$ cat src/sv/cqr_pkg.sv
// Shared types, command codes and defaults for the circular queue with reverse.
package cqr_pkg;

  localparam int CQR_DEPTH = 16;

  localparam logic [1:0] CMD_ENQ = 2'd0;
  localparam logic [1:0] CMD_DEQ = 2'd1;
  localparam logic [1:0] CMD_CLR = 2'd2;
  localparam logic [1:0] CMD_REV = 2'd3;

  typedef struct packed {
    logic [1:0]         command;
    logic signed [31:0] data_in;
  } cqr_in_t;

  typedef struct packed {
    logic               status;
    logic signed [31:0] data_out;
    logic [3:0]         fill_count;
    logic               is_empty;
    logic               is_full;
    logic [3:0]         head_index;
    logic [3:0]         tail_index;
  } cqr_out_t;

endpackage

$ cat src/sv/circular_queue_with_reverse.sv
// Top level: circular FIFO of signed words with enqueue, dequeue, clear and reverse.
//
//   channel | ports                      | handshake
//   --------+----------------------------+------------------------------------------
//   input   | start, busy, in_item       | beat taken at an edge with start & !busy
//   result  | out_strobe, out_item       | one beat per command, strobe for one cycle
//
// Enqueue, clear, a failed command and the reverse of an empty queue answer in
// the cycle after acceptance and leave busy low. Dequeue holds busy in S_DEQ
// while the slot memory read returns, then answers from the result register. Reverse
// of L words walks S_RA (L reads into the scratch memory), S_RDR (drain), S_RB
// (L writes back) and S_RFIN (finish); one port per memory sets this pace.
// Reset clears the pointers and the controller; the memories need no clearing.
// The receiver cannot stall: each result is shown for exactly one cycle.
module circular_queue_with_reverse
  import cqr_pkg::*;
#(
  parameter int DEPTH = CQR_DEPTH
) (
  input  logic     clk,
  input  logic     rst_n,
  input  logic     start,
  output logic     busy,
  input  cqr_in_t  in_item,
  output logic     out_strobe,
  output cqr_out_t out_item
);

  localparam int AW = $clog2(DEPTH);

  localparam logic [2:0] S_IDLE = 3'd0;
  localparam logic [2:0] S_DEQ  = 3'd1;
  localparam logic [2:0] S_RA   = 3'd2;
  localparam logic [2:0] S_RDR  = 3'd3;
  localparam logic [2:0] S_RB   = 3'd4;
  localparam logic [2:0] S_RFIN = 3'd5;

  // Advance a slot pointer round the ring.
  function automatic logic [AW-1:0] wrap_inc(input logic [AW-1:0] p);
    wrap_inc = (p == AW'(DEPTH - 1)) ? '0 : p + 1'b1;
  endfunction

  // Occupancy from head and tail, modulo DEPTH.
  function automatic logic [AW-1:0] fill_of(input logic [AW-1:0] h, input logic [AW-1:0] t);
    logic [AW:0] d;
    d = {1'b0, t} - {1'b0, h};
    if (t < h) begin
      d = d + (AW+1)'(DEPTH);
    end
    fill_of = d[AW-1:0];
  endfunction

  // Keep the low four bits of a pointer-sized value.
  function automatic logic [3:0] low4(input logic [AW-1:0] v);
    logic [AW+3:0] w;
    w = {4'b0000, v};
    low4 = w[3:0];
  endfunction

  logic [2:0]    state_r, state_nxt;
  logic [AW-1:0] head_r, head_nxt;
  logic [AW-1:0] tail_r, tail_nxt;
  logic [AW-1:0] cnt_r, cnt_nxt;     // walk position during reverse
  logic [AW-1:0] len_r, len_nxt;     // word count captured at reverse start
  logic [AW-1:0] rp_r, rp_nxt;       // slot read pointer, copy-out phase
  logic [AW-1:0] wp_r, wp_nxt;       // slot write pointer, write-back phase
  logic          pend_a_r;           // scratch write due from last slot read
  logic [AW-1:0] pidx_r;
  logic          pend_b_r;           // slot write due from last scratch read
  logic          out_strobe_r;
  cqr_out_t      out_item_r;

  logic          accept;
  logic          q_empty, q_full;
  logic          res_vld, res_status;
  logic [31:0]   res_data;
  cqr_out_t      out_nxt;

  logic          m_we;
  logic [AW-1:0] m_waddr, m_raddr;
  logic [31:0]   m_wdata, m_rdata;
  logic [AW-1:0] t_raddr;
  logic [31:0]   t_rdata;

  assign busy    = (state_r != S_IDLE);
  assign accept  = start & ~busy;
  assign q_empty = (head_r == tail_r);
  assign q_full  = (wrap_inc(tail_r) == head_r);
  assign t_raddr = len_r - cnt_r - 1'b1;

  // Slot store: enqueue and write-back write it, dequeue and copy-out read it.
  // Commands are serialised by busy, so no read whose data is used meets a write to
  // the same slot in one cycle and no forwarding is needed.
  cqr_ram #(.DEPTH(DEPTH), .AW(AW), .DW(32)) u_slot_ram (
    .clk    (clk),
    .we     (m_we),
    .waddr  (m_waddr),
    .wdata  (m_wdata),
    .raddr  (m_raddr),
    .rd_data(m_rdata)
  );

  // Scratch store: holds the old contents in queue order during a reverse.
  cqr_ram #(.DEPTH(DEPTH), .AW(AW), .DW(32)) u_scratch_ram (
    .clk    (clk),
    .we     (pend_a_r),
    .waddr  (pidx_r),
    .wdata  (m_rdata),
    .raddr  (t_raddr),
    .rd_data(t_rdata)
  );

  always_comb begin
    state_nxt  = state_r;
    head_nxt   = head_r;
    tail_nxt   = tail_r;
    cnt_nxt    = cnt_r;
    len_nxt    = len_r;
    rp_nxt     = rp_r;
    wp_nxt     = wp_r;
    res_vld    = 1'b0;
    res_status = 1'b0;
    res_data   = '0;
    m_we       = 1'b0;
    m_waddr    = tail_r;
    m_wdata    = in_item.data_in;
    m_raddr    = rp_r;

    // Write back the scratch word read in the previous cycle, newest first.
    if (pend_b_r) begin
      m_we    = 1'b1;
      m_waddr = wp_r;
      m_wdata = t_rdata;
      wp_nxt  = wrap_inc(wp_r);
    end

    case (state_r)
      S_IDLE: begin
        m_raddr = head_r;
        if (accept) begin
          case (in_item.command)
            CMD_ENQ: begin
              res_vld = 1'b1;
              if (q_full) begin
                res_status = 1'b1;
              end else begin
                m_we     = 1'b1;
                m_waddr  = tail_r;
                m_wdata  = in_item.data_in;
                tail_nxt = wrap_inc(tail_r);
              end
            end
            CMD_DEQ: begin
              if (q_empty) begin
                res_vld    = 1'b1;
                res_status = 1'b1;
              end else begin
                head_nxt  = wrap_inc(head_r);
                state_nxt = S_DEQ;
              end
            end
            CMD_CLR: begin
              res_vld  = 1'b1;
              head_nxt = '0;
              tail_nxt = '0;
            end
            CMD_REV: begin
              if (q_empty) begin
                res_vld  = 1'b1;
                head_nxt = tail_r;
              end else begin
                len_nxt   = fill_of(head_r, tail_r);
                cnt_nxt   = '0;
                rp_nxt    = head_r;
                wp_nxt    = tail_r;
                state_nxt = S_RA;
              end
            end
            default: ;
          endcase
        end
      end
      S_DEQ: begin
        res_vld   = 1'b1;
        res_data  = m_rdata;
        state_nxt = S_IDLE;
      end
      S_RA: begin
        rp_nxt = wrap_inc(rp_r);
        if (cnt_r == len_r - 1'b1) begin
          cnt_nxt   = '0;
          state_nxt = S_RDR;
        end else begin
          cnt_nxt = cnt_r + 1'b1;
        end
      end
      S_RDR: begin
        state_nxt = S_RB;
      end
      S_RB: begin
        if (cnt_r == len_r - 1'b1) begin
          state_nxt = S_RFIN;
        end else begin
          cnt_nxt = cnt_r + 1'b1;
        end
      end
      S_RFIN: begin
        res_vld   = 1'b1;
        head_nxt  = tail_r;
        tail_nxt  = wrap_inc(wp_r);
        state_nxt = S_IDLE;
      end
      default: begin
        state_nxt = S_IDLE;
      end
    endcase
  end

  // Result beat, built from the pointers as they stand after the command.
  always_comb begin
    out_nxt.status     = res_status;
    out_nxt.data_out   = res_data;
    out_nxt.fill_count = low4(fill_of(head_nxt, tail_nxt));
    out_nxt.is_empty   = (head_nxt == tail_nxt);
    out_nxt.is_full    = (wrap_inc(tail_nxt) == head_nxt);
    out_nxt.head_index = low4(head_nxt);
    out_nxt.tail_index = low4(tail_nxt);
  end

  always_ff @(posedge clk) begin
    if (!rst_n) begin
      state_r      <= S_IDLE;
      head_r       <= '0;
      tail_r       <= '0;
      cnt_r        <= '0;
      len_r        <= '0;
      rp_r         <= '0;
      wp_r         <= '0;
      pend_a_r     <= 1'b0;
      pend_b_r     <= 1'b0;
      out_strobe_r <= 1'b0;
    end else begin
      state_r      <= state_nxt;
      head_r       <= head_nxt;
      tail_r       <= tail_nxt;
      cnt_r        <= cnt_nxt;
      len_r        <= len_nxt;
      rp_r         <= rp_nxt;
      wp_r         <= wp_nxt;
      pend_a_r     <= (state_r == S_RA);
      pend_b_r     <= (state_r == S_RB);
      out_strobe_r <= res_vld;
    end
  end

  // Payload registers: no reset needed.
  always_ff @(posedge clk) begin
    pidx_r <= cnt_r;
    if (res_vld) begin
      out_item_r <= out_nxt;
    end
  end

  assign out_strobe = out_strobe_r;
  assign out_item   = out_item_r;

  // A dequeue that reached the read state always delivers its beat next.
  a_deq_answers: assert property (@(posedge clk) disable iff (!rst_n)
    (state_r == S_DEQ) |=> out_strobe)
    else $error("dequeue read did not produce a result beat");

  // Reverse keeps the number of stored words.
  a_rev_keeps_len: assert property (@(posedge clk) disable iff (!rst_n)
    (state_r == S_RFIN) |=> (fill_of(head_r, tail_r) == $past(len_r)))
    else $error("reverse changed the fill count");

  // Enqueue into a full queue reports an error on the next beat.
  a_enq_full_err: assert property (@(posedge clk) disable iff (!rst_n)
    (accept && (in_item.command == CMD_ENQ) && q_full) |=> (out_strobe && out_item.status))
    else $error("enqueue when full not flagged");

  // Copy-out drains before the scratch store is read back.
  a_scratch_drained: assert property (@(posedge clk) disable iff (!rst_n)
    pend_a_r |-> (state_r != S_RB))
    else $error("scratch write overlaps write-back read");

endmodule

$ cat src/sv/cqr_ram.sv
// Single-port-write, single-port-read synchronous RAM with registered read data.
module cqr_ram #(
  parameter int DEPTH = 16,
  parameter int AW    = 4,
  parameter int DW    = 32
) (
  input  logic          clk,
  input  logic          we,
  input  logic [AW-1:0] waddr,
  input  logic [DW-1:0] wdata,
  input  logic [AW-1:0] raddr,
  output logic [DW-1:0] rd_data
);

  logic [DW-1:0] mem [DEPTH];
  logic [DW-1:0] rd_data_r;

  always_ff @(posedge clk) begin
    if (we) begin
      mem[waddr] <= wdata;
    end
    rd_data_r <= mem[raddr];
  end

  assign rd_data = rd_data_r;

endmodule
$ cat config.mk
export PLATFORM = sky130hd
export DESIGN_NAME = circular_queue_with_reverse
export DESIGN_NICKNAME = d
export VERILOG_FILES = /design/src/sv/cqr_pkg.sv /design/src/sv/circular_queue_with_reverse.sv /design/src/sv/cqr_ram.sv
export SDC_FILE = /design/constraint.sdc
export NUM_CORES = 1
export LEC_CHECK = 0
export ABC_CLOCK_PERIOD_IN_PS = 5500
export BUFFER_PORTS_ARGS = -buffer_cell sky130_fd_sc_hd__buf_2
export CAP_MARGIN = 20
export CELL_PAD_IN_SITES_DETAIL_PLACEMENT = 0
export CELL_PAD_IN_SITES_GLOBAL_PLACEMENT = 1
export CORE_MARGIN = 2
export CORE_UTILIZATION = 50
export CTS_CLUSTER_SIZE = 25
export DETAILED_ROUTE_END_ITERATION = 8
export PLACE_DENSITY = 0.85
export SLEW_MARGIN = 30
export SYNTH_ARGS = -nofsm -noshare
export SYNTH_HDL_FRONTEND = slang
export SYNTH_SLANG_ARGS = --single-unit
$ cat constraint.sdc
create_clock -name clk -period 5.5 [get_ports clk]
set_input_delay 0.55 -clock clk [delete_from_list [all_inputs] [get_ports clk]]
set_output_delay 0.55 -clock clk [all_outputs]
set_load 0.03 [all_outputs]
-- Yosys cells after proc, flatten, opt, wreduce, memory -nomap -nowiden
Memories as Yosys holds them, arrays and structs flattened. A register that Yosys moved wholly into a read port is not among the register bits.
Index checks and enable logic that the tools add are counted.
- flip-flop bits (word level): 81
- bits in latches: 0
- memory bits (writable): 1024
- bits in read-only memories: 0
- input bits: 37
- output and inout bits: 49
- logic and storage cells: 142
- memories: 2
- add/subtract/negate cells: 13
- $mul: 0
- divide/modulo/power cells: 0
- order comparisons: 2
- equality and inequality tests: 27
- shifts and indexed selects: 0
- muxes and demuxes: 64
- bitwise gates (word level): 3
- reductions and logical operators: 13
- memory list (memory ; depth ; bits a word ; read ports ; clocked after Yosys merged registers in ; wr ports ; line ; source):
    u_scratch_ram.mem ; 16 ; 32 ; 1 ; 1 ; 1 ; cqr_ram.sv:15 ; logic [DW-1:0] mem [DEPTH];
    u_slot_ram.mem ; 16 ; 32 ; 1 ; 1 ; 1 ; cqr_ram.sv:15 ;
- operators with widths (cell ; count):
    32-bit 2-to-1 mux ; 5
    4-bit 2-to-1 mux ; 31
    4-bit by 1-bit adder with 4-bit output (second input constant) ; 8
    4-bit one-hot mux with 2 select lines ; 4
    4-bit one-hot mux with 3 select lines ; 2
    4-bit equality test ; 5
    4-bit equality test (second input constant) ; 5
    3-bit 2-to-1 mux ; 5
    1-bit 2-to-1 mux ; 12
    3-bit one-hot mux with 4 select lines ; 1
    4-bit subtractor ; 3
    2-bit inequality test (second input constant) ; 5
    4-bit < comparator ; 2
    4-bit AND reduction ; 2
    4-bit by 1-bit subtractor with 4-bit output (second input constant) ; 2
    3-bit by 2-bit equality test with 1-bit output (second input constant) ; 2
    3-bit equality test (second input constant) ; 2
    3-bit inequality test (second input constant) ; 2
    1-bit one-hot mux with 2 select lines ; 3
    3-bit one-hot mux with 2 select lines ; 1
    6-bit AND reduction ; 1
    3-bit nonzero test ; 2
    2-bit OR reduction ; 3
    5-bit AND reduction ; 1
    other kinds (11) ; 13

-- Depth between registers and ports, before layout
- depth in word-level cells: 10
- gate-level depth with buffers: 14

-- By module
From an unflattened synthesis, not the netlist that was laid out.
- cells, all modules: 2113
- area, all modules: 44360.0 um^2
- by module, submodules not included (module ; times used ; cells an instance ; area an instance (um^2) ; seq. area each (um^2)):
    cqr_ram ; 2 ; 838 ; 19835.3 ; 16015.4
    circular_queue_with_reverse ; 1 ; 437 ; 4689.5 ; 2092.0

-- Least setup slack after synthesis
OpenSTA, ideal clock, no wires.
- kind: register to register
- start: reg head_r[2]
- end: reg out_item_r (netlist bit out_item[0]) (enable)
- setup time: 0.518 ns
- data arrival time: 4.636 ns
- required time: 4.982 ns
- setup slack: 0.346 ns
- stages on the path, launching flop included: 7
- path buffers: 1
- period minus slack after synthesis: 5.154 ns
- cells stage by stage: dfxtp_1 -> clkbuf_1 -> inv_1 -> ha_1 -> and3_1 -> a21oi_1 -> o21ai_0
- cells in the longest elaborated chain, start to end: 5
- RTL lines (element ; line ; source):
    start, declared ; circular_queue_with_reverse.sv:61 ; logic [AW-1:0] head_r, head_nxt;
    start signal, assigned ; circular_queue_with_reverse.sv:244 ; head_r <= head_nxt;
    4-bit equality test ; circular_queue_with_reverse.sv:87 ; assign q_empty = (head_r == tail_r);
    1-bit 2-to-1 mux ; circular_queue_with_reverse.sv:154, circular_queue_with_reverse.sv:168 ;
    1-bit one-hot mux with 2 select lines ; circular_queue_with_reverse.sv:141 ; case (in_item.command)
    1-bit 2-to-1 mux ; circular_queue_with_reverse.sv:140 ; if (accept) begin
    1-bit one-hot mux with 2 select lines ; circular_queue_with_reverse.sv:137 ; case (state_r)
    named net res_vld ; circular_queue_with_reverse.sv:75 ; logic res_vld, res_status;
    end signal, assigned ; circular_queue_with_reverse.sv:260 ; out_item_r <= out_nxt;
    end, declared ; circular_queue_with_reverse.sv:71 ; cqr_out_t out_item_r;
The timed path passes the listed nets, and every way through them passes these cells.
A chain may end at the register's enable or synchronous reset.

-- Worst setup path in the final report
- start: reg tail_r[1]
- end: mem u_slot_ram.mem[1][27] (enable)
- cells in the longest elaborated chain, start to end: 9
- elaborated cells between the ends (all ways): 15
- RTL lines (element ; line ; source):
    start, declared ; circular_queue_with_reverse.sv:62 ; logic [AW-1:0] tail_r, tail_nxt;
    start signal, assigned ; circular_queue_with_reverse.sv:245 ; tail_r <= tail_nxt;
    4-bit by 1-bit adder with 4-bit output or 4-bit equality test (tied branches) ; circular_queue_with_reverse.sv:40 ; wrap_inc = (p == AW'(DEPTH - 1)) ? '0 : p + 1'b1;
    4-bit 2-to-1 mux ; circular_queue_with_reverse.sv:40 ;
    4-bit equality test ; circular_queue_with_reverse.sv:88 ; assign q_full = (wrap_inc(tail_r) == head_r);
    1-bit 2-to-1 mux ; circular_queue_with_reverse.sv:144 ; if (q_full) begin
    1-bit 2-to-1 mux ; circular_queue_with_reverse.sv:141 ;
    1-bit 2-to-1 mux ; circular_queue_with_reverse.sv:140 ;
    1-bit 2-to-1 mux ; circular_queue_with_reverse.sv:137 ;
    1-bit 2-to-1 mux ; cqr_ram.sv:19 ; if (we) begin
    1-bit 2-to-1 mux (not written as such) ; cqr_ram.sv:20 ; mem[waddr] <= wdata;
    end, declared ; cqr_ram.sv:15 ;
Several ways; a longest one is shown, not always the timed one.

==> results.tsv <==
metric	value	unit
die height	303	um
final cell count without fillers	3556	
DP Area	47300	um2
CTS sink count	1169	
first-pass GRT wire length	153000	um
number of port buffers	85	
Netlist Area Pre-Place	44700	um2
area grow syn2layout	14.7	%
Ports	86	
share of cells above drive strength 1	0.295	
Synth Area in Compound Gates	0.0254	
CP required	5.87	ns
outcome	finished, violations left	
H-tree levels	3	
Routed WL	105000	um
Yosys reg bits	1169	
worst-path maximum fanout	18	
maximum VDD drop	0.233	mV
Initial Util	0.505	
core region area	88500	um2
total of max-cap violations	0	
CTS Hold Bufs	0	
Worst Path Arrival	4.56	ns
via count	22390	
Yosys Warn Count	0	
number of global-route vias before repair	22647	
Worst-path clk slew	0.07	ns
detailed-placement wirelength estimate	58900	um
GRT Total Usage	0.231	
Placed Cells	3344	
Remaining Overflow, GRT	0	
failing checks	DRC	
Hold Vio Cnt, Final	0	
initial antenna violation count	3	
largest net degree at the start of global routing	63	
Root Buffer	clkbuf_16	
Final ANT Viol Nets	0	
Pwr Density	369	nW/um2
multiplexer share of the synthesized area	0.155	
post-synth cell types	64	
crit path launch type	flop	
Slowest cell on crit path	nor2_4	
NumNets Final	2349	
XOR/XNOR Fraction of Synth Area	0.00504	
Rows	109	
Worst path max stage delay	0.72	ns
hold crit path type	input port to flop	
CTS tree	done	
worst-path cell chain	ha_1 > a21o_1 > a31oi_1 > xnor2_1 > and2_1 > nor2_1 > nor4b_1 > a31oi_2 > nor2_4 > buf_4	
cell taking the most area after synthesis	edfxtp_1	
unrepaired setup endpoints after global routing	false	
Cells after Synth	2138	
Rel. slew slack	0.336	
postcts setup bufs	0	
CTS max path bufs	3	
worst skew pair latency	0.70	ns
minimum clock period	4.19	ns
worst setup path class	flop to flop	
simple-gate area share of the yosys netlist	0.0333	
worst-margin pin slew	0.992	ns
CP Capture Type	flop	
largest family of logic cells by synthesized area	multiplexers	
gpl congestion	0.849	
Mapped Nets	2194	
post-synthesis sequential area ratio	0.764	
post-cts resize count	0	
synth top area cells	edfxtp_1 72%, mux4_2 15%, dfxtp_1 4.4%, and2_1 1.1%, nand2_1 0.92%	
asr flop ratio synth	0	
max-slew violation count	0	
First-pass DRT Iterations	7	
clock skew	0.0428	ns
Max Freq	238	MHz
die width	303	um
Post-route DRC	12	
initial drt markers	2588	
Static Leak	16.9	nW
r2r setup slk	1.31	ns
drt wl/cell	29.4	um
post-synth top area share	0.720	
routed vias/inst	6.30	
CTS buffer count	110	
period utilization	0.763	
Post-synth top flop	edfxtp_1	
adder-cell share of the synthesized area	0.00583	
post-layout instance area	51200	um2
Die ar.	91800	um2
number of synthesized flops with an enable pin	1071	
Synth Area per Inst	20.9	um2
setup TNS	0	ns
setup violators final	0	
[metal layers]
layer,up-vias,share of wire,track usage,routed length (um)
li1,9105,-,-,-
met1,11780,0.37,0.307,38900
met2,1293,0.50,0.388,52800
met3,212,0.088,0.0405,9220
met4,0,0.035,0.0827,3710
met5,-,0,0,0
[flip-flops by register name, indices dropped and copies added, names as in the netlist]
name                   cells
len_r                      4
out_strobe                 1
wp_r                       4
pend_b_r                   1
u_scratch_ram.mem        512
u_slot_ram.mem           512
out_item                  47
cnt_r                      4
state_r                    3
rp_r                       4
u_scratch_ram.rd_data     32
pidx_r                     4
head_r                     4
tail_r                     4
u_slot_ram.rd_data        32
pend_a_r                   1
[critical path: cells and delay by family, from the launching register on]
kind | cells | cell delay, ns
buffers and inverters | 1 | 0.39
flip-flops | 1 | 0.59
AO/OA/AOI/OAI | 3 | 0.42
adder cells (fa/ha/maj) | 1 | 0.36
XOR/XNOR | 1 | 0.44
AND/OR/NAND/NOR | 4 | 1.67
[area by class of cell]
class	instances	area, um2
Antenna cell	1	2.50
Clock buffer	145	3020
Clock inverter	64	867
Fill cell	6069	37300
Inverter	23	86.3
Multi-Input combinational cell	837	10400
Sequential cell	1169	34100
Tap cell	1165	1460
Timing Repair Buffer	152	1280
[kinds of logic (layout without fill, tap and decap cells)]
family,Yosys count,after routing
compound gates,166,166
buf+inv,132,384
other cells,0,1
fa+ha+maj,19,19
mux,328,328
flops,1169,1169
simple gates,300,300
xor+xnor,24,24
[layout by cell type (no fill, tap or decap), types with 22 or more instances in the layout]
cell type,netlist,final
a211oi_1,34,34
nand2_1,109,108
mux2_2,32,32
buf_2,19,85
clkbuf_1,78,23
edfxtp_1,1071,1071
dfxtp_1,98,98
nor2_1,54,25
clkbuf_16,0,111
inv_1,22,22
and2_1,79,79
nor2_4,0,28
a31oi_1,47,41
mux4_2,288,288
buf_4,0,45
a21oi_1,23,23
[cells in the mapped netlist, types with 6 or more instances]
master,count
o211a_1,7
nand2_1,109
ha_1,16
mux2i_1,8
nor2_1,54
buf_2,19
a21oi_1,23
clkbuf_1,78
and2_1,79
nand3_1,11
a21o_1,6
xor2_1,9
inv_1,22
mux2_2,32
mux4_2,288
buf_1,12
xnor2_1,14
o21ai_0,16
a211oi_1,34
dfxtp_1,98
edfxtp_1,1071
nor3_1,11
a31oi_1,47
[final timing paths]
path	start	endpoint	cells past startpoint
worst min register to register	cnt_r[2]$_SDFFE_PN0P_	pidx_r[2]$_DFF_P_	0
worst max register to register	tail_r[1]$_SDFF_PN0_	u_slot_ram.mem[1][27]$_DFFE_PP_	10
worst min-delay path	rst_n	wp_r[2]$_SDFF_PN0_	2
worst max-delay path	tail_r[1]$_SDFF_PN0_	u_slot_ram.mem[1][27]$_DFFE_PP_	10
[power breakdown]
part	total, mW	leakage (nW)	switching [mW]	internal [mW]
logic	0.823	4.48	0.487	0.336
clock network	8.05	1.89	3.29	4.76
registers	10.0	10.5	0.155	9.85
[through the flow]
| stage | setup WS, ns | hold WS [ns] | utilization | total power [mW] |
|---|---|---|---|---|
| global route | 1.10 | 0.348 | 0.579 | 19.3 |
| floorplan | 0.346 | 0.373 | - | 10.7 |
| global placement | 1.58 | 0.402 | 0.530 | 11.0 |
| finish | 1.31 | 0.347 | 0.579 | 18.9 |
| CTS | 1.38 | 0.320 | 0.578 | 19.0 |
| detailed placement | 1.42 | 0.396 | 0.534 | 11.0 |
(Power assumes the default switching activity.)
